File: src/rtl/mfd_pkg.sv
// Shared types, codes, constants and the 5x7 font for the mono framebuffer.
// Depends on nothing.
package mfd_pkg;

    localparam int MAX_COLUMNS_DEF = 128;
    localparam int MAX_ROWS_DEF    = 64;
    localparam int CHUNK_BYTES_DEF = 16;
    localparam int HDR_BYTES       = 3;

    localparam logic [7:0] WIDTH_RST     = 8'd128;
    localparam logic [6:0] HEIGHT_RST    = 7'd64;
    localparam logic [7:0] PAGE_CMD_BASE = 8'hB0;
    localparam logic [7:0] COL_LO_MASK   = 8'h0F;
    localparam logic [7:0] COL_HI_BASE   = 8'h10;

    typedef enum logic [2:0] {
        CMD_CLEAR   = 3'd0,
        CMD_PIXEL   = 3'd1,
        CMD_FILL    = 3'd2,
        CMD_OUTLINE = 3'd3,
        CMD_GLYPH   = 3'd4,
        CMD_BOLD    = 3'd5,
        CMD_EMPH    = 3'd6,
        CMD_PRESENT = 3'd7
    } t_cmd;

    typedef enum logic [1:0] {
        REG_WIDTH   = 2'd0,
        REG_HEIGHT  = 2'd1,
        REG_COL_OFF = 2'd2,
        REG_READY   = 2'd3
    } t_reg;

    typedef enum logic [1:0] {
        J_CLEAR,
        J_DRAW,
        J_PRESENT
    } t_kind;

    // How a walked pixel is written
    typedef enum logic [1:0] {
        W_ALL,        // every pixel, value from pixel_on
        W_BORDER,     // only the rectangle border
        W_GLYPH,      // lit glyph pixels only, set
        W_GLYPH_ALL   // every glyph pixel, lit or unlit
    } t_wmode;

    typedef enum logic [2:0] {
        B_INIT,
        B_IDLE,
        B_CLEAR,
        B_WALK,
        B_RMW,
        B_PRES,
        B_PRES_RD,
        B_DONE
    } t_bstate;

    typedef struct packed {
        logic [2:0]         cmd;
        logic signed [11:0] x_pos;
        logic signed [11:0] y_pos;
        logic [7:0]         rect_width;
        logic [7:0]         rect_height;
        logic               pixel_on;
        logic [7:0]         char_code;
        logic [3:0]         glyph_scale;
    } t_item;

    typedef struct packed {
        logic       status;
        logic       byte_valid;
        logic       byte_kind;
        logic [7:0] out_byte;
        logic       chunk_end;
        logic       frame_end;
    } t_result;

    // Effective configuration seen by the back end
    typedef struct packed {
        logic [8:0] eff_w;
        logic [7:0] eff_h;
        logic [7:0] col_off;
        logic       ready;
    } t_cfg;

    // Classified command; the walk covers nc x nr cells of sc x sc pixels, npass times
    typedef struct packed {
        t_kind              kind;
        t_wmode             wmode;
        logic               on;
        logic signed [13:0] bx;
        logic signed [13:0] by;
        logic [7:0]         nc;
        logic [7:0]         nr;
        logic [3:0]         sc;
        logic [1:0]         npass;
        logic [34:0]        glyph;
    } t_job;

    // Bit c*7+r holds row r of glyph column c
    function automatic logic [34:0] glyph_cols(input logic [7:0] c0, input logic [7:0] c1,
                                               input logic [7:0] c2, input logic [7:0] c3,
                                               input logic [7:0] c4);
        return {c4[6:0], c3[6:0], c2[6:0], c1[6:0], c0[6:0]};
    endfunction

    function automatic logic [34:0] font_glyph(input logic [7:0] code);
        logic [34:0] g;
        g = '0;
        case (code)
            8'h2D: g = glyph_cols(8'h08, 8'h08, 8'h08, 8'h08, 8'h08);
            8'h3A: g = glyph_cols(8'h00, 8'h36, 8'h36, 8'h00, 8'h00);
            8'h2E: g = glyph_cols(8'h00, 8'h60, 8'h60, 8'h00, 8'h00);
            8'h2F: g = glyph_cols(8'h20, 8'h10, 8'h08, 8'h04, 8'h02);
            8'h30: g = glyph_cols(8'h3E, 8'h51, 8'h49, 8'h45, 8'h3E);
            8'h31: g = glyph_cols(8'h00, 8'h42, 8'h7F, 8'h40, 8'h00);
            8'h32: g = glyph_cols(8'h42, 8'h61, 8'h51, 8'h49, 8'h46);
            8'h33: g = glyph_cols(8'h21, 8'h41, 8'h45, 8'h4B, 8'h31);
            8'h34: g = glyph_cols(8'h18, 8'h14, 8'h12, 8'h7F, 8'h10);
            8'h35: g = glyph_cols(8'h27, 8'h45, 8'h45, 8'h45, 8'h39);
            8'h36: g = glyph_cols(8'h3C, 8'h4A, 8'h49, 8'h49, 8'h30);
            8'h37: g = glyph_cols(8'h01, 8'h71, 8'h09, 8'h05, 8'h03);
            8'h38: g = glyph_cols(8'h36, 8'h49, 8'h49, 8'h49, 8'h36);
            8'h39: g = glyph_cols(8'h06, 8'h49, 8'h49, 8'h29, 8'h1E);
            8'h41: g = glyph_cols(8'h7E, 8'h11, 8'h11, 8'h11, 8'h7E);
            8'h42: g = glyph_cols(8'h7F, 8'h49, 8'h49, 8'h49, 8'h36);
            8'h43: g = glyph_cols(8'h3E, 8'h41, 8'h41, 8'h41, 8'h22);
            8'h44: g = glyph_cols(8'h7F, 8'h41, 8'h41, 8'h22, 8'h1C);
            8'h45: g = glyph_cols(8'h7F, 8'h49, 8'h49, 8'h49, 8'h41);
            8'h46: g = glyph_cols(8'h7F, 8'h09, 8'h09, 8'h09, 8'h01);
            8'h47: g = glyph_cols(8'h3E, 8'h41, 8'h49, 8'h49, 8'h7A);
            8'h48: g = glyph_cols(8'h7F, 8'h08, 8'h08, 8'h08, 8'h7F);
            8'h49: g = glyph_cols(8'h00, 8'h41, 8'h7F, 8'h41, 8'h00);
            8'h4B: g = glyph_cols(8'h7F, 8'h08, 8'h14, 8'h22, 8'h41);
            8'h4C: g = glyph_cols(8'h7F, 8'h40, 8'h40, 8'h40, 8'h40);
            8'h4D: g = glyph_cols(8'h7F, 8'h02, 8'h0C, 8'h02, 8'h7F);
            8'h4E: g = glyph_cols(8'h7F, 8'h02, 8'h0C, 8'h10, 8'h7F);
            8'h4F: g = glyph_cols(8'h3E, 8'h41, 8'h41, 8'h41, 8'h3E);
            8'h50: g = glyph_cols(8'h7F, 8'h09, 8'h09, 8'h09, 8'h06);
            8'h51: g = glyph_cols(8'h3E, 8'h41, 8'h51, 8'h21, 8'h5E);
            8'h52: g = glyph_cols(8'h7F, 8'h09, 8'h19, 8'h29, 8'h46);
            8'h53: g = glyph_cols(8'h46, 8'h49, 8'h49, 8'h49, 8'h31);
            8'h54: g = glyph_cols(8'h01, 8'h01, 8'h7F, 8'h01, 8'h01);
            8'h55: g = glyph_cols(8'h3F, 8'h40, 8'h40, 8'h40, 8'h3F);
            8'h56: g = glyph_cols(8'h1F, 8'h20, 8'h40, 8'h20, 8'h1F);
            8'h57: g = glyph_cols(8'h7F, 8'h20, 8'h18, 8'h20, 8'h7F);
            8'h58: g = glyph_cols(8'h63, 8'h14, 8'h08, 8'h14, 8'h63);
            8'h59: g = glyph_cols(8'h03, 8'h04, 8'h78, 8'h04, 8'h03);
            default: g = '0;   // space and unsupported codes are blank
        endcase
        return g;
    endfunction

endpackage

File: src/rtl/mfd_fifo.sv
// Two-entry job queue between the front end and the drawing back end.
// Depends on mfd_pkg.
module mfd_fifo (
    input  logic          i_clk,
    input  logic          i_rst_n,
    input  logic          i_push,
    input  mfd_pkg::t_job i_job,
    output logic          o_full,
    input  logic          i_pop,
    output logic          o_nonempty,
    output mfd_pkg::t_job o_job
);
    import mfd_pkg::*;

    t_job       r_slot [2];
    logic       r_wp;
    logic       r_rp;
    logic [1:0] r_cnt;

    assign o_full     = (r_cnt == 2'd2);
    assign o_nonempty = (r_cnt != 2'd0);
    assign o_job      = r_slot[r_rp];

    // pointers and fill count
    always_ff @(posedge i_clk) begin
        if (!i_rst_n) begin
            r_wp  <= 1'b0;
            r_rp  <= 1'b0;
            r_cnt <= 2'd0;
        end else begin
            if (i_push) begin
                r_wp <= ~r_wp;
            end
            if (i_pop) begin
                r_rp <= ~r_rp;
            end
            if (i_push && !i_pop) begin
                r_cnt <= r_cnt + 2'd1;
            end else if (!i_push && i_pop) begin
                r_cnt <= r_cnt - 2'd1;
            end
        end
    end

    // storage
    always_ff @(posedge i_clk) begin
        if (i_push) begin
            r_slot[r_wp] <= i_job;
        end
    end
endmodule

File: config.mk
export PLATFORM = sky130hd
export DESIGN_NAME = mfd_fifo
export DESIGN_NICKNAME = d
export VERILOG_FILES = /design/src/rtl/mfd_pkg.sv /design/src/rtl/mfd_fifo.sv
export SDC_FILE = /design/constraint.sdc
export NUM_CORES = 1
export LEC_CHECK = 0
export BUFFER_PORTS_ARGS = -buffer_cell sky130_fd_sc_hd__buf_2
export CORE_ASPECT_RATIO = 1.2
export CORE_MARGIN = 4
export CORE_UTILIZATION = 35
export DETAILED_ROUTE_END_ITERATION = 12
export GPL_TIMING_DRIVEN = 0
export PLACE_DENSITY = 0.61
export SETUP_SLACK_MARGIN = 0.3
export SLEW_MARGIN = 20
export SYNTH_ARGS = -nofsm -noshare
export SYNTH_HDL_FRONTEND = slang
export SYNTH_SLANG_ARGS = --single-unit
File: constraint.sdc
create_clock -name i_clk -period 14.65 [get_ports i_clk]
set_clock_uncertainty 0.2 [all_clocks]
set_input_delay 1.465 -clock i_clk [delete_from_list [all_inputs] [get_ports i_clk]]
set_output_delay 1.465 -clock i_clk [all_outputs]
set_load 0.03 [all_outputs]
-- Yosys cells after proc, flatten, opt, wreduce, memory -nomap -nowiden
Memories as Yosys holds them, arrays and structs flattened. A register that Yosys moved wholly into a read port is not among the register bits.
Index checks and enable logic that the tools add are counted.
- register bits after elaboration: 4
- memory bits (writable): 180
- output and inout bits: 92
- word-level logic and storage cells: 21
- memories: 1
- $add $sub $neg: 2
- equal/unequal tests: 1
- mux-type cells: 6
- bitwise logic cells: 2
- reductions and logical operators: 6
- memories (name ; words ; width ; rd ports ; clocked after memory_dff ; write ports ; RTL line ; source):
    r_slot ; 2 ; 90 ; 1 ; 1 ; 1 ; mfd_fifo.sv:15 ; t_job r_slot [2];
- operator list (cell ; number):
    1-bit 2-to-1 mux ; 4
    2-bit 2-to-1 mux ; 2
    2-bit nonzero test ; 2
    2-bit by 1-bit adder with 2-bit output, second input constant ; 1
    2-bit == test, second input constant ; 1
    1-bit logical AND ; 2
    1-bit logical NOT ; 2
    1-bit NOT ; 2
    2-bit by 1-bit subtractor with 2-bit output, second input constant ; 1

-- Longest topological paths before layout
Gate-level depths: netlist of run 1.
- depth after elaboration: 4
- depth in mapped cells: 5
- gate-level depth less buffers: 5

-- Least setup slack after synthesis of run 1
Ideal clock, no wire load.
- kind: input to register
- start: in i_push
- end: mem r_slot[0][0] (netlist bit), enable pin
- data arrival time: 5.421 ns
- slack: 8.478 ns
- stages on the path: 1
- path through: nor2b_1
- longest elaborated chain between the ends: 2
- RTL lines (item ; RTL line ; source):
    start: declaration ; mfd_fifo.sv:6 ; input logic i_push,
    1-bit 2-to-1 mux ; mfd_fifo.sv:47 ; if (i_push) begin
    1-bit 2-to-1 mux (implied by the code) ; mfd_fifo.sv:48 ; r_slot[r_wp] <= i_job;
    end: declaration ; mfd_fifo.sv:15 ;
No other way between the ends.

==> results.json, run 1 <==
{
  "start_kind": "register",
  "cts_sinks": 185,
  "antenna_found_initial": 2,
  "place_hpwl_um": 9115,
  "drv_slew": 0,
  "dieArea_um2": 21580,
  "setup_viol_count_final": 0,
  "post_cts_resize_count": 0,
  "use_met2_pct": 20.78,
  "synth-seq-area-share_pct": 81.57,
  "required_ns": 12.98,
  "crit_arrival_ns": 1.72,
  "fin_tns_setup_ns": 0,
  "layout_common_cells": "185 x buf_2, 180 x edfxtp_1, 90 x mux2_2",
  "multiInputGateArea_um2": 1141,
  "ys.flop_type": "edfxtp_1",
  "ys_warn_count": 0,
  "grt_max_degree": 49,
  "drive_gt1_share_pct": 61.64,
  "worstSetupPathType": "reg -> out",
  "post-route-min-period_ns": 3.389,
  "place_inst": 748,
  "antennaDiodeCount": 0,
  "fillers": 1653,
  "slowest_stage": "mux2_2",
  "htree_levels": 4,
  "internal-power_uw": 947.1,
  "hold_class": "reg -> reg",
  "rsz0062_at_grt": "no",
  "routed_wl_um": 12950,
  "ys_ff_latch": 185,
  "final_antenna_net_count": 0,
  "port_buffers": 185,
  "combinationalPowerShare_pct": 13.5,
  "seqPwrFrac_pct": 49.3,
  "vias_per_cell": 4.409,
  "die_y_um": 160.1,
  "final_common_cell": "buf_2",
  "dr.pass1.iters": 4,
  "clkSlewWorstSetupHoldPaths_ns": 0.07,
  "run_status": "finished, final reports clean",
  "top_level_ports": 186,
  "irDropWorstVdd_mv": 0.07352,
  "first_iter_violations": 107,
  "worst-path-buf-inv": 3,
  "fmaxAchievable_mhz": 295.0,
  "fp.coreArea_um2": 18920,
  "clk_latency_ns": 0.41,
  "area_delta_synth_final_pct": 29.25,
  "start_util_pct": 35.66,
  "netSwitchingFraction_pct": 24.29,
  "top_usage_layer": "met2",
  "totalPowerFinal_uw": 1251,
  "post_synth_num_cell_types": 17,
  "fin_crit_sh_pct": 23.14,
  "finalHoldViolations": 0,
  "wire_per_inst_um": 16.60,
  "grt_use_met1_pct": 13.57,
  "holdBufCountCts": 0,
  "syn_area_um2": 6749,
  "p_sw_uw": 303.9,
  "cp_max_fo": 10,
  "hp-start": "r_cnt[1]$_SDFFE_PN0P_",
  "postSynthCellCount": 302,
  "slowest_delay_ns": 0.35,
  "max_slew.worst_pin.slew_ns": 0.6990,
  "grt.overflow.total": 0,
  "grtUsageTotal_pct": 12.13,
  "p_leak_uw": 0.003266,
  "die_w_um": 134.8,
  "end_kind": "output pin",
  "cts.path.max_buffers": 2,
  "cts_root_buf": "clkbuf_16",
  "synth-edff-count": 180,
  "synthesis.nets": 397,
  "reg2reg_from": "r_wp$_SDFFE_PN0P_",
  "grt_pass1_vias": 3891,
  "powerDensity_nw_per_um2": 143.4,
  "syn_avg_cell_area_um2": 22.35,
  "drc": 0,
  "gr-usage-met3_pct": 4.726,
  "clockPowerShare_pct": 37.2,
  "cp_cell_sequence": "buf_4 > buf_6 > mux2_2 > buf_2",
  "num_vias": 3439,
  "cts_tree": "done",
  "synthArstFlopShare_pct": 0,
  "postCtsSetupRepairBufs": 0,
  "fin_nets": 606,
  "path_delay_family": "buffers and inverters",
  "cap_violations": 0,
  "globalplace.congestion": 0.7073,
  "num_rows": 55,
  "final_cells": 780,
  "grt_first_pass_wirelength_um": 20220,
  "cts_buffers": 17,
  "seq_area_um2": 5505,
  "slew_headroom_pct": 53.40
}
-- cells in the mapped netlist (2+ instances only) --
cell type	instances	area, um2
and2_1	4	25.02
buf_6	9	101.4
dfxtp_1	5	100.1
edfxtp_1	180	5405
mux2_2	90	1013
nor2b_1	2	12.51
xor2_1	2	17.52
-- layout make-up --
cell class              instances  area share [%]
flip-flops and latches        185           63.11
clock inverters                12           1.908
clock buffers                  20           5.006
inverters                       1         0.04303
plain buffers                  10           1.248
multi-input cells             106           13.08
repair buffers                190           11.93
well taps                     256           3.672
-- per-layer routing --
| layer | part of all wire, % | wire (um) | up-vias |
|---|---|---|---|
| met5 | 0.12 | 15 | - |
| met4 | 1.5 | 199 | 4 |
| met3 | 8.6 | 1110 | 19 |
| met2 | 51 | 6540 | 128 |
| met1 | 39 | 5084 | 1673 |
| li1 | - | - | 1615 |
-- power by group through the flow --
stage               clock network, uW  logic [uW]  registers, uW
floorplan                           0         113            630
global placement                    0         163            632
detailed placement                  0         171            629
CTS                               481         172            618
global route                      507         180            619
finish                            465         168            617
-- path summary, 6_finish.rpt --
check                            endpoint  slack, ns  cells after the start
setup / recovery                o_job[66]      11.26                      4
hold reg to reg     r_cnt[1]$_SDFFE_PN0P_       0.35                      2
hold / removal      r_cnt[1]$_SDFFE_PN0P_       0.35                      2
setup reg to reg  r_slot[1][31]$_DFFE_PP_      12.75                      2
-- flip-flops by register name (all words and copies together), names as in the netlist, named ones only --
name	cells
r_slot	180
r_cnt	2
r_wp	1
r_rp	1
-- cells by family after synthesis --
| family | share of synthesized area [%] |
|---|---|
| mux | 15.02 |
| fa+ha+maj | 0.1854 |
| xor+xnor | 0.3894 |
| compound gates | 0.2966 |
| flops | 81.57 |
| buf+inv | 1.669 |
| simple gates | 0.8714 |
-- worst min-delay path: stages (launching register included) --
cell and delay (ns):
dfxtp_1 0.34, o21ai_0 0.09, a21boi_1 0.07
-- through the flow --
step | setup slack, ns | instance area [um2] | hold WS (ns) | util [%]
floorplan | 8.478 | 6749 | 0.2612 | -
global placement | 6.110 | 7995 | 0.2726 | 42.25
detailed placement | 11.52 | 8120 | 0.3293 | 42.91
CTS | 11.20 | 8723 | 0.3433 | 46.10
global route | 11.15 | 8723 | 0.3996 | 46.10
finish | 11.26 | 8723 | 0.3476 | 46.10
No activity file was read; power rests on OpenSTA's default activity.
==> run 2: changes to the inputs <==
--- a/config.mk
+++ b/config.mk
@@ -5,13 +5,14 @@
 export SDC_FILE = /design/constraint.sdc
 export NUM_CORES = 1
 export LEC_CHECK = 0
+export ABC_AREA = 1
 export BUFFER_PORTS_ARGS = -buffer_cell sky130_fd_sc_hd__buf_2
 export CORE_ASPECT_RATIO = 1.2
 export CORE_MARGIN = 4
 export CORE_UTILIZATION = 35
 export DETAILED_ROUTE_END_ITERATION = 12
 export GPL_TIMING_DRIVEN = 0
-export PLACE_DENSITY = 0.61
+export PLACE_DENSITY = 0.63
 export SETUP_SLACK_MARGIN = 0.3
 export SLEW_MARGIN = 20
 export SYNTH_ARGS = -nofsm -noshare
==> constraint.sdc (replaced) <==
create_clock -name i_clk -period 3 [get_ports i_clk]
set_clock_uncertainty 0.2 [all_clocks]
set_input_delay 0.3 -clock i_clk [delete_from_list [all_inputs] [get_ports i_clk]]
set_output_delay 0.3 -clock i_clk [all_outputs]
set_load 0.03 [all_outputs]
==> run 2 against run 1 <==
  * Hold slack worse by 0.23 ns
  * Core utilization is 3.9 points higher
  * Sequential share of layout area is 8.5 points lower
  * Total power grew to 4.9 times the previous value
  * Flip-flop and latch count stayed put
  * Area after synthesis is 6.3% higher
  * Critical endpoint is now r_slot[1][80]$_DFFE_PP_
  * Highest routed layer is now met4
==> results.json, run 2 <==
{
  "run_status": "finished, final reports clean",
  "syn_avg_cell_area_um2": 22.78,
  "cts.path.max_buffers": 2,
  "htree_levels": 4,
  "start_kind": "register",
  "synth_common_cells": "180 x edfxtp_1, 90 x mux2_4, 9 x buf_12, 9 x nand2_1",
  "crit_arrival_ns": 2.20,
  "die_y_um": 164.9,
  "wire_per_inst_um": 15.92,
  "powerDensity_nw_per_um2": 606.0,
  "clk_latency_ns": 0.41,
  "top_level_ports": 186,
  "final_antenna_net_count": 0,
  "fin_crit_sh_pct": 74.54,
  "worstSetupPathType": "reg -> reg",
  "globalplace.congestion": 0.7319,
  "post-route-min-period_ns": 2.236,
  "die_w_um": 138.7,
  "post_cts_resize_count": 0,
  "irDropWorstVdd_mv": 0.4089,
  "synth_top_cells_by_area": "edfxtp_1 75%, mux2_4 19%, buf_12 2.5%",
  "vias_per_cell": 4.360,
  "finalHoldViolations": 0,
  "cts_buffers": 17,
  "grt.overflow.total": 0,
  "post_synth_num_cell_types": 13,
  "fp.coreArea_um2": 20180,
  "postCtsSetupRepairBufs": 0,
  "required_ns": 2.96,
  "synth-edff-count": 180,
  "dieArea_um2": 22870,
  "largest_reg_flops": 180,
  "dr.pass1.iters": 5,
  "cts_root_buf": "clkbuf_16",
  "synthesis.nets": 410,
  "seq_area_um2": 5505,
  "cts_tree": "done",
  "final_common_cell": "buf_2",
  "drive_gt1_share_pct": 51.27,
  "area_delta_synth_final_pct": 40.56,
  "synth_area_leader_cell": "edfxtp_1",
  "use_met2_pct": 23.00,
  "place_area_um2": 8587,
  "regMostFlops": "r_slot",
  "fin_tns_setup_ns": 0,
  "cp_max_fo": 32,
  "slew_headroom_pct": 49.04,
  "ys_warn_count": 0,
  "grtUsageTotal_pct": 12.50,
  "place_hpwl_um": 9507,
  "end_kind": "register",
  "port_buffers": 185,
  "num_rows": 57,
  "grt_first_pass_wirelength_um": 22310,
  "grt_max_degree": 33,
  "routed_wl_um": 14250,
  "ys.flop_type": "edfxtp_1",
  "synthArstFlopShare_pct": 0,
  "top_usage_layer": "met2",
  "start_util_pct": 35.55,
  "hold_class": "in -> reg",
  "max_slew.worst_pin.slew_ns": 0.7628,
  "ys_ff_latch": 185,
  "grt_use_met1_pct": 13.81,
  "fin_nets": 713,
  "cts_sinks": 185,
  "first_iter_violations": 140,
  "gr-usage-met3_pct": 3.823,
  "antenna_found_initial": 0,
  "top_regs": "r_slot x180, r_cnt x2",
  "num_vias": 3902,
  "cap_violations": 0,
  "yosysMostFrequentCell": "edfxtp_1",
  "p_leak_uw": 0.004036,
  "setup_viol_count_final": 0,
  "rsz0062_at_grt": "no",
  "multiInputGateArea_um2": 1456,
  "drv_slew": 0,
  "drc": 0,
  "postSynthCellCount": 315,
  "antennaDiodeCount": 0,
  "fillers": 1659,
  "grt_pass1_vias": 4386,
  "layout_common_cells": "185 x buf_2, 180 x edfxtp_1, 93 x dlygate4sd3_1",
  "syn_area_um2": 7176,
  "clkSlewWorstSetupHoldPaths_ns": 0.07,
  "synth-seq-area-share_pct": 76.72,
  "fin_area_um2": 10090,
  "holdBufCountCts": 93,
  "netlist.area_leader.share_pct": 75.33,
  "fmaxAchievable_mhz": 447.2
}
==> run 2: cell count changes after synthesis, sizes merged, moves of 2 or more <==
| cell | previous run | this run |
|---|---|---|
| nor2 | 0 | 8 |
| and2 | 4 | 0 |
| nor2b | 2 | 0 |
| nand2 | 0 | 9 |
| xor2 | 2 | 0 |
| inv | 1 | 8 |
==> run 2: cells by family (layout without fill, tap and decap cells) <==
group	Yosys count	in the layout	synth area share, %
flip-flops	185	185	76.72
multiplexers	90	90	18.83
AND/OR/NAND/NOR	19	19	1.046
buffers and inverters	18	333	3.086
AO/OA/AOI/OAI	2	2	0.1394
adder cells (fa/ha/maj)	1	1	0.1743
==> run 2: final timing paths <==
path                                         from                      end  slack [ns]  depth (start not counted)
worst max register to register  r_wp$_SDFFE_PN0P_  r_slot[1][80]$_DFFE_PP_        0.76                          4
worst min register to register  r_rp$_SDFFE_PN0P_        r_rp$_SDFFE_PN0P_        0.31                          2
worst max-delay path            r_wp$_SDFFE_PN0P_  r_slot[1][80]$_DFFE_PP_        0.76                          4
worst min-delay path                       i_push    r_cnt[0]$_SDFFE_PN0P_        0.12                          3
==> run 2: layout make-up <==
| type | instances | share of cell area (%) |
|---|---|---|
| well taps | 265 | 3.287 |
| inverters | 8 | 0.3349 |
| plain buffers | 10 | 1.898 |
| multi-input cells | 112 | 14.44 |
| repair buffers | 284 | 19.82 |
| flip-flops and latches | 185 | 54.58 |
| clock buffers | 18 | 4.255 |
| clock inverters | 13 | 1.377 |
==> run 2: where the power goes <==
group / internal [uW] / switching, uW / total [uW]
combinational: 436 / 505 / 941
sequential: 2990 / 34.9 / 3020
clock: 1170 / 978 / 2150
total: 4590 / 1520 / 6110
==> run 2: worst max-delay path: stages (launching register included) <==
cell	delay, ns
dfxtp_1	0.35
nand2_1	0.14
clkinvlp_4	0.63
buf_12	0.44
buf_12	0.20
==> run 2: per-stage QoR <==
step	hold slack, ns	util, %	power, uW	worst slack (ns)	instances
after global routing	0.1089	49.97	6381	0.5955	895
final	0.1205	49.97	6112	0.7637	895
after global placement	0.2759	41.84	3891	-0.2252	765
after floorplan	0.1989	-	3658	0.6487	315
after detailed placement	0.2907	42.55	3938	0.6223	771
after CTS	0.08620	49.97	6202	0.7160	895
==> run 2: layer usage <==
| metal | wire length, um | vias to the layer above | part of all wire [%] |
|---|---|---|---|
| li1 | - | 1836 | - |
| met1 | 5473 | 1916 | 38 |
| met2 | 7732 | 131 | 54 |
| met3 | 824 | 19 | 5.8 |
| met4 | 215 | 0 | 1.5 |
| met5 | 0 | - | 0 |
