**src/rtl/mfd_pkg.sv**
```systemverilog
// Shared types, codes, constants and the 5x7 font for the mono framebuffer.
// Depends on nothing.
package mfd_pkg;

    localparam int MAX_COLUMNS_DEF = 128;
    localparam int MAX_ROWS_DEF    = 64;
    localparam int CHUNK_BYTES_DEF = 16;
    localparam int HDR_BYTES       = 3;

    localparam logic [7:0] WIDTH_RST     = 8'd128;
    localparam logic [6:0] HEIGHT_RST    = 7'd64;
    localparam logic [7:0] PAGE_CMD_BASE = 8'hB0;
    localparam logic [7:0] COL_LO_MASK   = 8'h0F;
    localparam logic [7:0] COL_HI_BASE   = 8'h10;

    typedef enum logic [2:0] {
        CMD_CLEAR   = 3'd0,
        CMD_PIXEL   = 3'd1,
        CMD_FILL    = 3'd2,
        CMD_OUTLINE = 3'd3,
        CMD_GLYPH   = 3'd4,
        CMD_BOLD    = 3'd5,
        CMD_EMPH    = 3'd6,
        CMD_PRESENT = 3'd7
    } t_cmd;

    typedef enum logic [1:0] {
        REG_WIDTH   = 2'd0,
        REG_HEIGHT  = 2'd1,
        REG_COL_OFF = 2'd2,
        REG_READY   = 2'd3
    } t_reg;

    typedef enum logic [1:0] {
        J_CLEAR,
        J_DRAW,
        J_PRESENT
    } t_kind;

    // How a walked pixel is written
    typedef enum logic [1:0] {
        W_ALL,        // every pixel, value from pixel_on
        W_BORDER,     // only the rectangle border
        W_GLYPH,      // lit glyph pixels only, set
        W_GLYPH_ALL   // every glyph pixel, lit or unlit
    } t_wmode;

    typedef enum logic [2:0] {
        B_INIT,
        B_IDLE,
        B_CLEAR,
        B_WALK,
        B_RMW,
        B_PRES,
        B_PRES_RD,
        B_DONE
    } t_bstate;

    typedef struct packed {
        logic [2:0]         cmd;
        logic signed [11:0] x_pos;
        logic signed [11:0] y_pos;
        logic [7:0]         rect_width;
        logic [7:0]         rect_height;
        logic               pixel_on;
        logic [7:0]         char_code;
        logic [3:0]         glyph_scale;
    } t_item;

    typedef struct packed {
        logic       status;
        logic       byte_valid;
        logic       byte_kind;
        logic [7:0] out_byte;
        logic       chunk_end;
        logic       frame_end;
    } t_result;

    // Effective configuration seen by the back end
    typedef struct packed {
        logic [8:0] eff_w;
        logic [7:0] eff_h;
        logic [7:0] col_off;
        logic       ready;
    } t_cfg;

    // Classified command; the walk covers nc x nr cells of sc x sc pixels, npass times
    typedef struct packed {
        t_kind              kind;
        t_wmode             wmode;
        logic               on;
        logic signed [13:0] bx;
        logic signed [13:0] by;
        logic [7:0]         nc;
        logic [7:0]         nr;
        logic [3:0]         sc;
        logic [1:0]         npass;
        logic [34:0]        glyph;
    } t_job;

    // Bit c*7+r holds row r of glyph column c
    function automatic logic [34:0] glyph_cols(input logic [7:0] c0, input logic [7:0] c1,
                                               input logic [7:0] c2, input logic [7:0] c3,
                                               input logic [7:0] c4);
        return {c4[6:0], c3[6:0], c2[6:0], c1[6:0], c0[6:0]};
    endfunction

    function automatic logic [34:0] font_glyph(input logic [7:0] code);
        logic [34:0] g;
        g = '0;
        case (code)
            8'h2D: g = glyph_cols(8'h08, 8'h08, 8'h08, 8'h08, 8'h08);
            8'h3A: g = glyph_cols(8'h00, 8'h36, 8'h36, 8'h00, 8'h00);
            8'h2E: g = glyph_cols(8'h00, 8'h60, 8'h60, 8'h00, 8'h00);
            8'h2F: g = glyph_cols(8'h20, 8'h10, 8'h08, 8'h04, 8'h02);
            8'h30: g = glyph_cols(8'h3E, 8'h51, 8'h49, 8'h45, 8'h3E);
            8'h31: g = glyph_cols(8'h00, 8'h42, 8'h7F, 8'h40, 8'h00);
            8'h32: g = glyph_cols(8'h42, 8'h61, 8'h51, 8'h49, 8'h46);
            8'h33: g = glyph_cols(8'h21, 8'h41, 8'h45, 8'h4B, 8'h31);
            8'h34: g = glyph_cols(8'h18, 8'h14, 8'h12, 8'h7F, 8'h10);
            8'h35: g = glyph_cols(8'h27, 8'h45, 8'h45, 8'h45, 8'h39);
            8'h36: g = glyph_cols(8'h3C, 8'h4A, 8'h49, 8'h49, 8'h30);
            8'h37: g = glyph_cols(8'h01, 8'h71, 8'h09, 8'h05, 8'h03);
            8'h38: g = glyph_cols(8'h36, 8'h49, 8'h49, 8'h49, 8'h36);
            8'h39: g = glyph_cols(8'h06, 8'h49, 8'h49, 8'h29, 8'h1E);
            8'h41: g = glyph_cols(8'h7E, 8'h11, 8'h11, 8'h11, 8'h7E);
            8'h42: g = glyph_cols(8'h7F, 8'h49, 8'h49, 8'h49, 8'h36);
            8'h43: g = glyph_cols(8'h3E, 8'h41, 8'h41, 8'h41, 8'h22);
            8'h44: g = glyph_cols(8'h7F, 8'h41, 8'h41, 8'h22, 8'h1C);
            8'h45: g = glyph_cols(8'h7F, 8'h49, 8'h49, 8'h49, 8'h41);
            8'h46: g = glyph_cols(8'h7F, 8'h09, 8'h09, 8'h09, 8'h01);
            8'h47: g = glyph_cols(8'h3E, 8'h41, 8'h49, 8'h49, 8'h7A);
            8'h48: g = glyph_cols(8'h7F, 8'h08, 8'h08, 8'h08, 8'h7F);
            8'h49: g = glyph_cols(8'h00, 8'h41, 8'h7F, 8'h41, 8'h00);
            8'h4B: g = glyph_cols(8'h7F, 8'h08, 8'h14, 8'h22, 8'h41);
            8'h4C: g = glyph_cols(8'h7F, 8'h40, 8'h40, 8'h40, 8'h40);
            8'h4D: g = glyph_cols(8'h7F, 8'h02, 8'h0C, 8'h02, 8'h7F);
            8'h4E: g = glyph_cols(8'h7F, 8'h02, 8'h0C, 8'h10, 8'h7F);
            8'h4F: g = glyph_cols(8'h3E, 8'h41, 8'h41, 8'h41, 8'h3E);
            8'h50: g = glyph_cols(8'h7F, 8'h09, 8'h09, 8'h09, 8'h06);
            8'h51: g = glyph_cols(8'h3E, 8'h41, 8'h51, 8'h21, 8'h5E);
            8'h52: g = glyph_cols(8'h7F, 8'h09, 8'h19, 8'h29, 8'h46);
            8'h53: g = glyph_cols(8'h46, 8'h49, 8'h49, 8'h49, 8'h31);
            8'h54: g = glyph_cols(8'h01, 8'h01, 8'h7F, 8'h01, 8'h01);
            8'h55: g = glyph_cols(8'h3F, 8'h40, 8'h40, 8'h40, 8'h3F);
            8'h56: g = glyph_cols(8'h1F, 8'h20, 8'h40, 8'h20, 8'h1F);
            8'h57: g = glyph_cols(8'h7F, 8'h20, 8'h18, 8'h20, 8'h7F);
            8'h58: g = glyph_cols(8'h63, 8'h14, 8'h08, 8'h14, 8'h63);
            8'h59: g = glyph_cols(8'h03, 8'h04, 8'h78, 8'h04, 8'h03);
            default: g = '0;   // space and unsupported codes are blank
        endcase
        return g;
    endfunction

endpackage

```
**src/rtl/mfd_front.sv**
```systemverilog
// Front end: configuration registers, input handshake and command classification.
// Depends on mfd_pkg.
module mfd_front #(
    parameter int MAX_COLUMNS = mfd_pkg::MAX_COLUMNS_DEF,
    parameter int MAX_ROWS    = mfd_pkg::MAX_ROWS_DEF
) (
    input  logic           i_clk,
    input  logic           i_rst_n,
    input  logic           i_valid,
    input  mfd_pkg::t_item i_item,
    output logic           o_stall,
    input  logic           psel,
    input  logic           penable,
    input  logic           pwrite,
    input  logic [3:0]     paddr,
    input  logic [31:0]    pwdata,
    output logic [31:0]    prdata,
    output logic           pready,
    input  logic           i_full,
    input  logic           i_init_busy,
    output logic           o_push,
    output mfd_pkg::t_job  o_job,
    output mfd_pkg::t_cfg  o_cfg
);
    import mfd_pkg::*;

    logic [7:0]  r_aw;
    logic [6:0]  r_ah;
    logic [7:0]  r_coff;
    logic        r_rdy;
    logic        w_wr;
    logic [3:0]  w_scale;
    logic [34:0] w_glyph;

    assign pready = 1'b1;
    assign w_wr   = psel && penable && pwrite;

    // register writes
    always_ff @(posedge i_clk) begin
        if (!i_rst_n) begin
            r_aw   <= WIDTH_RST;
            r_ah   <= HEIGHT_RST;
            r_coff <= 8'd0;
            r_rdy  <= 1'b0;
        end else if (w_wr) begin
            unique case (t_reg'(paddr[3:2]))
                REG_WIDTH:   r_aw   <= pwdata[7:0];
                REG_HEIGHT:  r_ah   <= pwdata[6:0];
                REG_COL_OFF: r_coff <= pwdata[7:0];
                REG_READY:   r_rdy  <= pwdata[0];
                default:     r_rdy  <= r_rdy;
            endcase
        end
    end

    // register reads
    always_comb begin
        unique case (t_reg'(paddr[3:2]))
            REG_WIDTH:   prdata = {24'd0, r_aw};
            REG_HEIGHT:  prdata = {25'd0, r_ah};
            REG_COL_OFF: prdata = {24'd0, r_coff};
            REG_READY:   prdata = {31'd0, r_rdy};
            default:     prdata = 32'd0;
        endcase
    end

    // zero or oversize width/height fall back to the store size
    always_comb begin
        o_cfg.eff_w   = (r_aw == 8'd0 || 9'(r_aw) > 9'(MAX_COLUMNS)) ?
                        9'(MAX_COLUMNS) : 9'(r_aw);
        o_cfg.eff_h   = (r_ah == 7'd0 || 8'(r_ah) > 8'(MAX_ROWS)) ?
                        8'(MAX_ROWS) : 8'(r_ah);
        o_cfg.col_off = r_coff;
        o_cfg.ready   = r_rdy;
    end

    // handshake: hold off while the queue is full or the store is being swept after reset
    assign o_stall = i_full || i_init_busy;
    assign o_push  = i_valid && !o_stall;

    assign w_scale = (i_item.glyph_scale == 4'd0) ? 4'd1 : i_item.glyph_scale;
    assign w_glyph = font_glyph(i_item.char_code);

    // classify the command into a walk description
    always_comb begin
        o_job.kind  = J_DRAW;
        o_job.wmode = W_ALL;
        o_job.on    = i_item.pixel_on;
        o_job.bx    = 14'(i_item.x_pos);
        o_job.by    = 14'(i_item.y_pos);
        o_job.nc    = 8'd1;
        o_job.nr    = 8'd1;
        o_job.sc    = 4'd1;
        o_job.npass = 2'd1;
        o_job.glyph = w_glyph;
        unique case (t_cmd'(i_item.cmd))
            CMD_CLEAR: begin
                o_job.kind = J_CLEAR;
            end
            CMD_PIXEL: begin
                o_job.wmode = W_ALL;
            end
            CMD_FILL: begin
                o_job.nc = i_item.rect_width;
                o_job.nr = i_item.rect_height;
            end
            CMD_OUTLINE: begin
                o_job.wmode = W_BORDER;
                o_job.nc    = i_item.rect_width;
                o_job.nr    = i_item.rect_height;
                // a zero-width outline still draws columns x-1 and x
                if (i_item.rect_width == 8'd0 && i_item.rect_height != 8'd0) begin
                    o_job.bx = 14'(i_item.x_pos) - 14'sd1;
                    o_job.nc = 8'd2;
                end
                // a zero-height outline still draws rows y-1 and y
                if (i_item.rect_height == 8'd0 && i_item.rect_width != 8'd0) begin
                    o_job.by = 14'(i_item.y_pos) - 14'sd1;
                    o_job.nr = 8'd2;
                end
            end
            CMD_GLYPH, CMD_BOLD: begin
                o_job.wmode = W_GLYPH;
                o_job.nc    = 8'd5;
                o_job.nr    = 8'd7;
                o_job.sc    = w_scale;
                o_job.npass = (t_cmd'(i_item.cmd) == CMD_BOLD) ? 2'd2 : 2'd1;
            end
            CMD_EMPH: begin
                o_job.wmode = W_GLYPH_ALL;
                o_job.nc    = 8'd5;
                o_job.nr    = 8'd7;
                o_job.npass = 2'd3;
            end
            CMD_PRESENT: begin
                o_job.kind = J_PRESENT;
            end
            default: begin
                o_job.kind = J_CLEAR;
            end
        endcase
    end
endmodule

```
**config.mk**
```make
export PLATFORM = sky130hd
export DESIGN_NAME = mfd_front
export DESIGN_NICKNAME = d
export VERILOG_FILES = /design/src/rtl/mfd_pkg.sv /design/src/rtl/mfd_front.sv
export SDC_FILE = /design/constraint.sdc
export NUM_CORES = 1
export LEC_CHECK = 0
export BUFFER_PORTS_ARGS = -buffer_cell sky130_fd_sc_hd__buf_4
export CAP_MARGIN = 20
export CORE_MARGIN = 4
export CORE_UTILIZATION = 45
export CTS_BUF_LIST = sky130_fd_sc_hd__clkbuf_16
export CTS_CLUSTER_DIAMETER = 120
export DETAILED_ROUTE_END_ITERATION = 10
export PLACE_DENSITY = 0.85
export SETUP_SLACK_MARGIN = 0.02
export SLEW_MARGIN = 5
export SYNTH_ARGS = -nofsm -noshare
export SYNTH_HDL_FRONTEND = slang
export SYNTH_MEMORY_MAX_BITS = 65536
export SYNTH_SLANG_ARGS = --single-unit
```
**constraint.sdc**
```tcl
create_clock -name i_clk -period 2.9 [get_ports i_clk]
set_input_delay 0.29 -clock i_clk [delete_from_list [all_inputs] [get_ports i_clk]]
set_output_delay 0.29 -clock i_clk [all_outputs]
set_load 0.005 [all_outputs]
```
Yosys cells after proc, flatten, opt, wreduce, memory -nomap -nowiden
Memory sizes are Yosys's and may differ from the RTL's.
Cells that the tools add are included.

storage, ports and cells
  flip-flop bits (word level) = 24
  ROM bits = 4480
  bits of input ports = 100
  output and inout port bits = 151
  logic and storage cells = 58
  memories = 1

memories
  memory            words  bits a word  read ports  clocked after memory_dff  write ports  RTL line        source
  (name not given)  128    35           1           0                         0            mfd_pkg.sv:111  case (code)

cells by class
  add/subtract/negate cells = 2
  magnitude comparators = 2
  eq/ne operators = 9
  muxes and demuxes = 16
  reductions and logical operators = 24

operators by type and width
  kind                   count
  $pmux 32 s4            1
  $pmux 16 s3            1
  $mux 35                1
  $mux 14                2
  $mux 28                1
  $sub 12x2->13 const B  2
  $logic_not 8->1        3
  $mux 8                 3
  $reduce_bool 8->1      2
  $eq 3x3->1 const B     4
  $gt 8x8->1 const B     1
  $mux 4                 2
  $pmux 2 s2             2
  $reduce_and 2->1       4
  $gt 7x7->1 const B     1
  $logic_not 7->1        1
  $mux 7                 1
  $eq 3x2->1 const B     2
  $pmux 2 s3             1
  $logic_and 1x1->1      5
  $eq 2x2->1 const B     2
  $logic_not 4->1        1
  $logic_not 3->1        1
  $logic_or 1x1->1       3
  6 further kinds        6

Depth between registers and ports, before layout
Gate-level depths: netlist of run 1.

  depth after elaboration = 4
  depth in mapped cells = 10
  gate-level depth less buffers = 7

Least setup slack after synthesis of run 1
No wires, ideal clock.

  path type = input port to output port
  from = input port i_item[6] in the netlist's numbering
  to = output port o_job[21] in the netlist's numbering
  arrival = 2180 ps
  data required time = 2610 ps
  setup slack = 430 ps
  stages on the path = 9
  buffers on the path = 3
  path through = clkbuf_1 -> inv_1 -> clkbuf_1 -> clkbuf_1 -> ha_1 -> nor2_1 -> or2_2 -> o21ai_0 -> a21boi_0

RTL lines
  item                RTL line         source
  start: declaration  mfd_front.sv:10  input mfd_pkg::t_item i_item,
  end: declaration    mfd_front.sv:22  output mfd_pkg::t_job o_job,

==> results.yml, run 1 <==
synth:
  netlist_area_sq_um: 4110
  yosys.cell_types.count: 65
  synthMuxAreaShare_pct: 8.83
  ys_top_cells_by_count: "nand2_1, nor2_1, o21ai_0"
  synth.most_common_cell: "nand2_1"
  ys_seq_elements: 24
  synth_seq_area_share_pct: 11.7
  synth_largest_area_cell: "dfxtp_1"
  synth-xor-area-share_pct: 4.90
  async_reset_ff_share_pct: 0
  syn_avg_cell_area_sq_um: 6.62
  synth_enable_flop_cells: 0
  yosys_warnings: 0
  synthAdderAreaFrac_pct: 3.96
  synth_top_family_by_area: "simple AND/OR/NAND/NOR gates"
  synth_top_cells_by_area: "dfxtp_1, mux2i_1, nor2b_1, o21ai_0, nand2_1"
  synth.top_cell.area_share_pct: 11.7
  synthSimpleGateAreaFrac_pct: 32.9
  ys.flop_type: "dfxtp_1"
  synth_cells: 621
  synth-compound-area-share_pct: 25.6
clock_tree:
  post_cts_resized: 0
  clk_pin_slew_worst_paths_ns: 0.06
  hold_buffers: 0
  cts-root-buf: "clkbuf_16"
  cts_setup_buffers: 0
  clock_sinks: 24
  cts.path.max_buffers: 2
  cts_made_buffers: 3
  htreeDepth: 1
  worstSkewPairLatency_ns: 0.25
  tritoncts: "done"
hold_path:
  hold_depth: 3
  min_path_type: "primary input to flop"
  min_from: "pwdata[7]"
cells_and_area:
  diodes: 0
  stdcell_area_sq_um: 5660
  nets: 903
  area_delta_synth_final_pct: 37.7
  n_fill_cell: 796
  drive_gt1_share_pct: 29.9
setup_path:
  cp.arrival_ns: 2.34
  timing.rr.start: "r_aw[7]"
  crit_path_start: "i_item[19]"
  path_cells: "buf_4 -> or4_1 -> nor2_1 -> nand4_1 -> o31ai_1 -> buf_4"
  endpoint_kind: "output port"
  cp_common_cell: "buf_4"
  critPathMaxStageDelay_ns: 0.56
  r2r_setup_slack_ns: 2.06
  worstSetupPathType: "primary input to output port"
  cp_max_fo: 8
  reg2reg_depth: 2
  worst_path_max_delay_cell: "or4_1"
  cp-start-kind: "primary input"
  crit_required_ns: 2.61
die:
  rows: 34
  die-area_sq_um: 10700
  coreArea_sq_um: 8810
  die_width_microns: 104
  io_pins: 251
  dieHeight_microns: 104
  start_util_pct: 46.7
grt:
  grt_start_max_net_pins: 44
  overflow: 0
  grt_usage_pct: 29.1
  antenna_found_initial: 0
  grt_pass1_vias: 5204
  grt_pass1_wl_microns: 26600
timing:
  worst_slew_pin_slew_ns: 0.948
  max_slew_margin_pct: 36.4
  setup_viol: 0
  setup_tns_ns: 0
  rsz0062_at_grt: "false"
  fin_crit_ns: 2.63
  hold_viol_final: 0
  drv_slew: 0
  fmaxAchievable_mhz: 380
  min_period_over_period_pct: 90.7
  fin_worst_skew_ns: 0
power:
  p_leak_nw: 2.55
  power.density_nw_per_um2: 238
  vdd_drop_max_uv: 294
routing:
  firstDrtPassIters: 5
  vias_per_cell: 5.97
  dr.first_iter.drc_count: 596
  drc: 0
  ant_nets: 0
  vias: 5355
  finalWirelength_microns: 16600
  wl_per_cell_microns: 18.5
run:
  cap_viol_max_count: 0
placement:
  placed_area_sq_um: 5560
  place_congestion: 1.06
  numPortBuffers: 195
  dpl.hpwl_microns: 13000
outcome:
  status: "completed"
## state kept, by name, summed over array words and instances, names as in the netlist
| register | count |
|---|---|
| r_aw | 8 |
| r_coff | 8 |
| r_ah | 7 |
| r_rdy | 1 |
## layout make-up
cell class              instances  area, sq um  share of cell area (%)
flip-flops and latches         24          480                    8.49
multi-input cells             524         3240                    57.2
clock buffers                   3         75.1                    1.33
well taps                     108          135                    2.39
repair buffers                217         1630                    28.8
clock inverters                 1         30.0                   0.531
inverters                      20         75.1                    1.33
## worst max-delay path: cells and delay by family
| family | cells | cell delay [ns] |
|---|---|---|
| simple gates | 3 | 1.26 |
| compound gates | 1 | 0.48 |
| buf+inv | 2 | 0.30 |
## metrics by stage
step / cells / setup WS, ns / utilization (%) / hold slack, ns / power (mW)
2_1_floorplan: 646 / 0.430 / - / 0.418 / 0.681
3_3_place_gp: 893 / 0.400 / 63.1 / 0.521 / 0.937
3_5_place_dp: 893 / 0.290 / 63.1 / 0.526 / 0.949
4_1_cts: 897 / 0.286 / 64.3 / 0.266 / 1.33
5_1_grt: 897 / 0.109 / 64.3 / 0.298 / 1.42
6_report: 897 / 0.270 / 64.3 / 0.265 / 1.35
## layout by cell type, fill, tap and decap left out, drive strengths merged, types with 7 or more instances in the layout
| cell type | count |
|---|---|
| nand2 | 64 |
| nand2b | 16 |
| and2 | 19 |
| ha | 13 |
| mux2i | 34 |
| nor3 | 17 |
| a21oi | 37 |
| conb | 27 |
| xor2 | 16 |
| xnor2 | 7 |
| nor4 | 10 |
| dfxtp | 24 |
| nor2 | 51 |
| o21ai | 51 |
| buf | 217 |
| inv | 19 |
| nand3 | 12 |
| nor2b | 49 |
| o22ai | 9 |
## power by group
part | total [mW] | internal, mW | switching [mW] | leakage, nW
clock network | 0.387 | 0.274 | 0.113 | 0.0511
logic | 0.619 | 0.280 | 0.338 | 2.30
registers | 0.339 | 0.334 | 0.00513 | 0.194
total | 1.35 | 0.888 | 0.457 | 2.55
## path summary, 6_finish.rpt
path / to
max: o_job[70]
min: r_aw[7]
max reg2reg: r_aw[7]
min reg2reg: r_coff[0]
## metal layers
metal  GRT usage [%]  up-vias  wire (microns)
li1                -     2461               -
met1            34.7     2418            6210
met2            50.4      404            7860
met3            5.85       72            1780
met4            12.9        0             715
met5               0        -               0
## cells by family (layout without fill, tap and decap cells)
family | Yosys count | count (layout)
flops | 24 | 24
mux | 35 | 35
fa+ha+maj | 13 | 13
buf+inv | 98 | 241
simple gates | 261 | 261
other cells | 2 | 27
xor+xnor | 23 | 23
compound gates | 165 | 165
Note: power is estimated with default switching activity, not from simulation.
==> inputs of run 2 (changes only) <==
--- a/config.mk
+++ b/config.mk
@@ -7,12 +7,14 @@
 export LEC_CHECK = 0
 export BUFFER_PORTS_ARGS = -buffer_cell sky130_fd_sc_hd__buf_4
 export CAP_MARGIN = 20
+export CELL_PAD_IN_SITES_DETAIL_PLACEMENT = 1
+export CELL_PAD_IN_SITES_GLOBAL_PLACEMENT = 1
 export CORE_MARGIN = 4
-export CORE_UTILIZATION = 45
+export CORE_UTILIZATION = 29
 export CTS_BUF_LIST = sky130_fd_sc_hd__clkbuf_16
 export CTS_CLUSTER_DIAMETER = 120
 export DETAILED_ROUTE_END_ITERATION = 10
-export PLACE_DENSITY = 0.85
+export PLACE_DENSITY = 0.84
 export SETUP_SLACK_MARGIN = 0.02
 export SLEW_MARGIN = 5
 export SYNTH_ARGS = -nofsm -noshare
==> run 2 against run 1 <==
Net effect: routed wire length is 8.2% higher; final cell count is 8.1% higher; largest cell class unchanged; final area is 1.3% higher; register-to-register slack worse by 0.05 ns; clock power is 22% lower; worst setup slack better by 0.058 ns; core utilization is 23 points lower; global-route usage is 7.9 points lower; critical path type unchanged; highest routed layer unchanged.
==> results.yml, run 2 (same netlist as run 1, synthesis figures left out) <==
outcome:
  status: "completed"
placement:
  dpl.hpwl_microns: 14300
  place_congestion: 0.940
  placed_area_sq_um: 5650
  numPortBuffers: 195
  dp_slack_ns: 0.378
grt:
  grt_start_max_net_pins: 37
  use_met3_pct: 3.47
  grt_use_met2_pct: 36.6
  antenna_found_initial: 0
  grt_pass1_wl_microns: 28300
  use_met1_pct: 28.0
  grt_pass1_vias: 5199
  overflow: 0
  grt_usage_pct: 21.2
  grt.busiest_layer: "met2"
die:
  start_util_pct: 29.6
  die-area_sq_um: 16100
  io_pins: 251
  coreArea_sq_um: 13900
  rows: 43
  die_width_microns: 127
  dieHeight_microns: 127
cells_and_area:
  stdcell_area_sq_um: 5730
  area_delta_synth_final_pct: 39.5
  reg.largest.list: "r_aw x8, r_coff x8, r_ah x7"
  nets: 904
  drive_gt1_share_pct: 29.9
  diodes: 0
  layout_common_cells: "buf_4, nand2_1, nor2_1, o21ai_0, nor2b_1"
  final_common_cell: "buf_4"
  final_core_util_pct: 41.3
setup_path:
  r2r_setup_slack_ns: 2.01
  endpoint_kind: "output port"
  cp_common_cell: "buf_4"
  cp_max_fo: 8
  endpoint: "o_job[69]"
  worstSetupPathType: "primary input to output port"
  cp-start-kind: "primary input"
  worst_path_max_delay_cell: "or4_1"
  timing.rr.start: "r_aw[7]"
  r2r_end: "r_aw[7]"
  critPathMaxStageDelay_ns: 0.52
  cp.arrival_ns: 2.28
  crit_required_ns: 2.61
  reg2reg_depth: 2
  path_cells: "buf_4 -> or4_1 -> nor2_1 -> nand4_1 -> o31ai_1 -> buf_4"
  crit_path_start: "i_item[19]"
power:
  power.density_nw_per_um2: 220
  sequentialPowerShare_pct: 26.9
  p_leak_nw: 2.54
  p_comb_share_pct: 49.1
  vdd_drop_max_uv: 219
  switching_power_mw: 0.462
  internal_power_mw: 0.799
  pwr-share-clk_pct: 23.9
  p_sw_share_pct: 36.6
timing:
  setup_tns_ns: 0
  hold_viol_final: 0
  worst_slew_pin_slew_ns: 0.901
  fin_crit_ns: 2.57
  setup_viol: 0
  min_period_over_period_pct: 88.7
  fmaxAchievable_mhz: 389
  fin_worst_skew_ns: 0
  rsz0062_at_grt: "false"
  layout_setup_ws_ns: 0.329
  drv_slew: 0
  max_slew_margin_pct: 39.6
clock_tree:
  cts_made_buffers: 3
  cts-root-buf: "clkbuf_16"
  clk_pin_slew_worst_paths_ns: 0.06
  cts.path.max_buffers: 2
  post_cts_resized: 0
  htreeDepth: 1
  hold_buffers: 0
  clock_sinks: 24
  tritoncts: "done"
  worstSkewPairLatency_ns: 0.26
  cts_setup_buffers: 0
routing:
  dr.first_iter.drc_count: 484
  finalWirelength_microns: 17900
  vias: 5193
  drc: 0
  vias_per_cell: 5.35
  ant_nets: 0
  firstDrtPassIters: 5
  wl_per_cell_microns: 18.5
hold_path:
  min_from: "pwdata[6]"
  min_path_type: "primary input to flop"
run:
  cap_viol_max_count: 0
run 2: cell count changes in the layout (fill, tap and decap cells not counted), sizes merged:
cell | previous run | this run
buf | 217 | 218
bufinv | 1 | 0
clkinv | 1 | 2
run 2: metrics by stage:
stage | instances | total power [mW] | hold slack, ns
finish | 970 | 1.26 | 0.272
global route | 970 | 1.34 | 0.284
CTS | 970 | 1.26 | 0.271
detailed placement | 966 | 0.958 | 0.535
global placement | 966 | 0.946 | 0.520
floorplan | 646 | 0.681 | 0.418
run 2: layer usage:
layer  vias up  share of wire [%]  routed length, microns
met3        22                8.8                    1580
li1       2467                  -                       -
met5         -                  0                       0
met4         0                1.4                     244
met2       240                 48                    8630
met1      2464                 42                    7460
run 2: layout make-up:
cell class / count / area [sq um]
clock inverter: 1 / 3.75
sequential: 24 / 480
timing repair buffer: 218 / 1640
multi-input combinational: 524 / 3240
clock buffer: 3 / 75.1
tap: 180 / 225
fill: 1820 / 8150
inverter: 20 / 75.1
run 2: how the worst min path moves through the flow:
stage	end	slack (ns)	cells after the start
floorplan	r_ah[0]	0.42	1
global placement	r_aw[7]	0.52	3
detailed placement	r_aw[7]	0.53	3
CTS	r_ah[6]	0.27	3
global route	r_aw[7]	0.28	3
finish	r_ah[6]	0.27	3
run 2: power groups by stage:
stage / sequential [mW] / combinational [mW] / clock, mW
floorplan: 0.344 / 0.337 / 0
detailed placement: 0.347 / 0.611 / 0
CTS: 0.339 / 0.613 / 0.307
global route: 0.340 / 0.676 / 0.323
global placement: 0.346 / 0.600 / 0
finish: 0.339 / 0.619 / 0.302
run 2: critical path, delay by kind of cell:
family	cells	cell delay, ns
buf+inv	2	0.29
compound gates	1	0.42
simple gates	3	1.27
==> inputs of run 3 (changes only) <==
--- a/config.mk
+++ b/config.mk
@@ -14,7 +14,7 @@
 export CTS_BUF_LIST = sky130_fd_sc_hd__clkbuf_16
 export CTS_CLUSTER_DIAMETER = 120
 export DETAILED_ROUTE_END_ITERATION = 10
-export PLACE_DENSITY = 0.84
+export PLACE_DENSITY_LB_ADDON = 0.08
 export SETUP_SLACK_MARGIN = 0.02
 export SLEW_MARGIN = 5
 export SYNTH_ARGS = -nofsm -noshare
==> run 3 against run 2 <==
Net effect: critical path depth is 2 higher; combinational power increased by 2%; via count increased by 0.46%; hold slack got worse by 0.010 ns; die area is the same; critical path type unchanged; largest cell class unchanged.
==> results.yml, run 3 (same netlist as run 1, synthesis figures left out) <==
outcome:
  status: "completed"
die:
  dieHeight_microns: 127
  die_width_microns: 127
  io_pins: 251
  die-area_sq_um: 16100
  rows: 43
  coreArea_sq_um: 13900
  start_util_pct: 29.6
clock_tree:
  cts.path.max_buffers: 2
  clk_pin_slew_worst_paths_ns: 0.06
  cts_made_buffers: 3
  tritoncts: "done"
  post_cts_resized: 0
  htreeDepth: 1
  cts-root-buf: "clkbuf_16"
  cts_setup_buffers: 0
  hold_buffers: 0
  worstSkewPairLatency_ns: 0.26
  clock_sinks: 24
cells_and_area:
  nets: 906
  multiInputGateArea_sq_um: 3240
  n_fill_cell: 1813
  final_core_util_pct: 41.7
  area_delta_synth_final_pct: 40.8
  final_common_cell: "buf_4"
  drive_gt1_share_pct: 30.2
  fin_cells: 972
  regArea_sq_um: 480
  layout_common_cells: "buf_4, nand2_1, nor2_1, o21ai_0, nor2b_1"
  stdcell_area_sq_um: 5790
  reg.largest.list: "r_aw x8, r_coff x8, r_ah x7"
  diodes: 0
routing:
  vias: 5217
  finalWirelength_microns: 18900
  vias_per_cell: 5.37
  drc: 0
  wl_per_cell_microns: 19.4
  dr.first_iter.drc_count: 313
  firstDrtPassIters: 4
  ant_nets: 0
grt:
  overflow: 0
  antenna_found_initial: 0
  grt_pass1_vias: 5101
  grt_pass1_wl_microns: 28500
  grt_usage_pct: 21.5
  grt_start_max_net_pins: 65
timing:
  fin_crit_ns: 2.66
  max_slew_margin_pct: 34.4
  rsz0062_at_grt: "false"
  drv_slew: 0
  layout_setup_ws_ns: 0.236
  hold_viol_final: 0
  min_period_over_period_pct: 91.9
  fin_worst_skew_ns: 0
  worst_slew_pin_slew_ns: 0.979
  setup_viol: 0
  fmaxAchievable_mhz: 375
  setup_tns_ns: 0
  fin_hold_ws_ns: 0.261
setup_path:
  cp_common_cell: "buf_4"
  crit_required_ns: 2.61
  worst_path_max_delay_cell: "nor2b_1"
  endpoint_kind: "output port"
  path_cells: "buf_4 -> inv_1 -> ha_1 -> nor2b_1 -> o21ai_0 -> a31o_2 -> a221oi_1 -> buf_4"
  timing.rr.start: "r_ah[6]"
  worstSetupPathType: "primary input to output port"
  cp.arrival_ns: 2.37
  cp_max_fo: 12
  crit_path_start: "i_item[5]"
  critPathMaxStageDelay_ns: 0.43
  cp-start-kind: "primary input"
placement:
  numPortBuffers: 195
  placed_cells: 968
  dp_slack_ns: 0.289
  place_congestion: 0.925
  placed_area_sq_um: 5680
  dpl.hpwl_microns: 14900
power:
  p_comb_share_pct: 46.3
  internal_power_mw: 0.892
  power.density_nw_per_um2: 236
  p_sw_share_pct: 34.6
  switching_power_mw: 0.472
  pwr-share-clk_pct: 28.9
  p_leak_nw: 2.57
  vdd_drop_max_uv: 221
  fin_total_pwr_mw: 1.36
  sequentialPowerShare_pct: 24.9
hold_path:
  min_path_type: "primary input to flop"
  min_from: "pwdata[7]"
run:
  cap_viol_max_count: 0
[run 3: changes by cell type in the layout (fill, tap and decap cells not counted)]
cell / before / now
clkinv_1: 2 / 1
buf_12: 0 / 1
buf_4: 218 / 219
bufinv_16: 0 / 1
[run 3: power groups by stage]
| stage | registers [mW] | logic (mW) | clock network (mW) |
|---|---|---|---|
| after floorplan | 0.344 | 0.337 | 0 |
| after global placement | 0.346 | 0.615 | 0 |
| after detailed placement | 0.346 | 0.625 | 0 |
| after CTS | 0.339 | 0.628 | 0.399 |
| after global routing | 0.340 | 0.686 | 0.415 |
| final | 0.339 | 0.631 | 0.394 |
[run 3: path summary, 6_finish.rpt]
check / end / slack (ns) / cells past startpoint
hold reg to reg: r_coff[7] / 0.54 / 2
hold / removal: r_aw[7] / 0.26 / 3
setup / recovery: o_job[34] / 0.24 / 8
setup reg to reg: r_ah[6] / 2.08 / 2
[run 3: routing by layer]
layer  wire (microns)  track usage [%]
met5                0                0
met4              383             4.73
met3             1340             2.68
met2             9080             37.9
met1             8090             28.1
[run 3: final cells by class]
| cell class | count | share of cell area [%] |
|---|---|---|
| Clock buffer | 3 | 1.30 |
| Clock inverter | 1 | 0.519 |
| Inverter | 20 | 1.30 |
| Multi-Input combinational cell | 524 | 55.9 |
| Sequential cell | 24 | 8.30 |
| Tap cell | 180 | 3.89 |
| Timing Repair Buffer | 220 | 28.8 |
[run 3: critical path: cells and delay by family]
| family | cells | cell delay [ns] |
|---|---|---|
| buf+inv | 3 | 0.56 |
| fa+ha+maj | 1 | 0.39 |
| simple gates | 1 | 0.43 |
| compound gates | 3 | 0.68 |
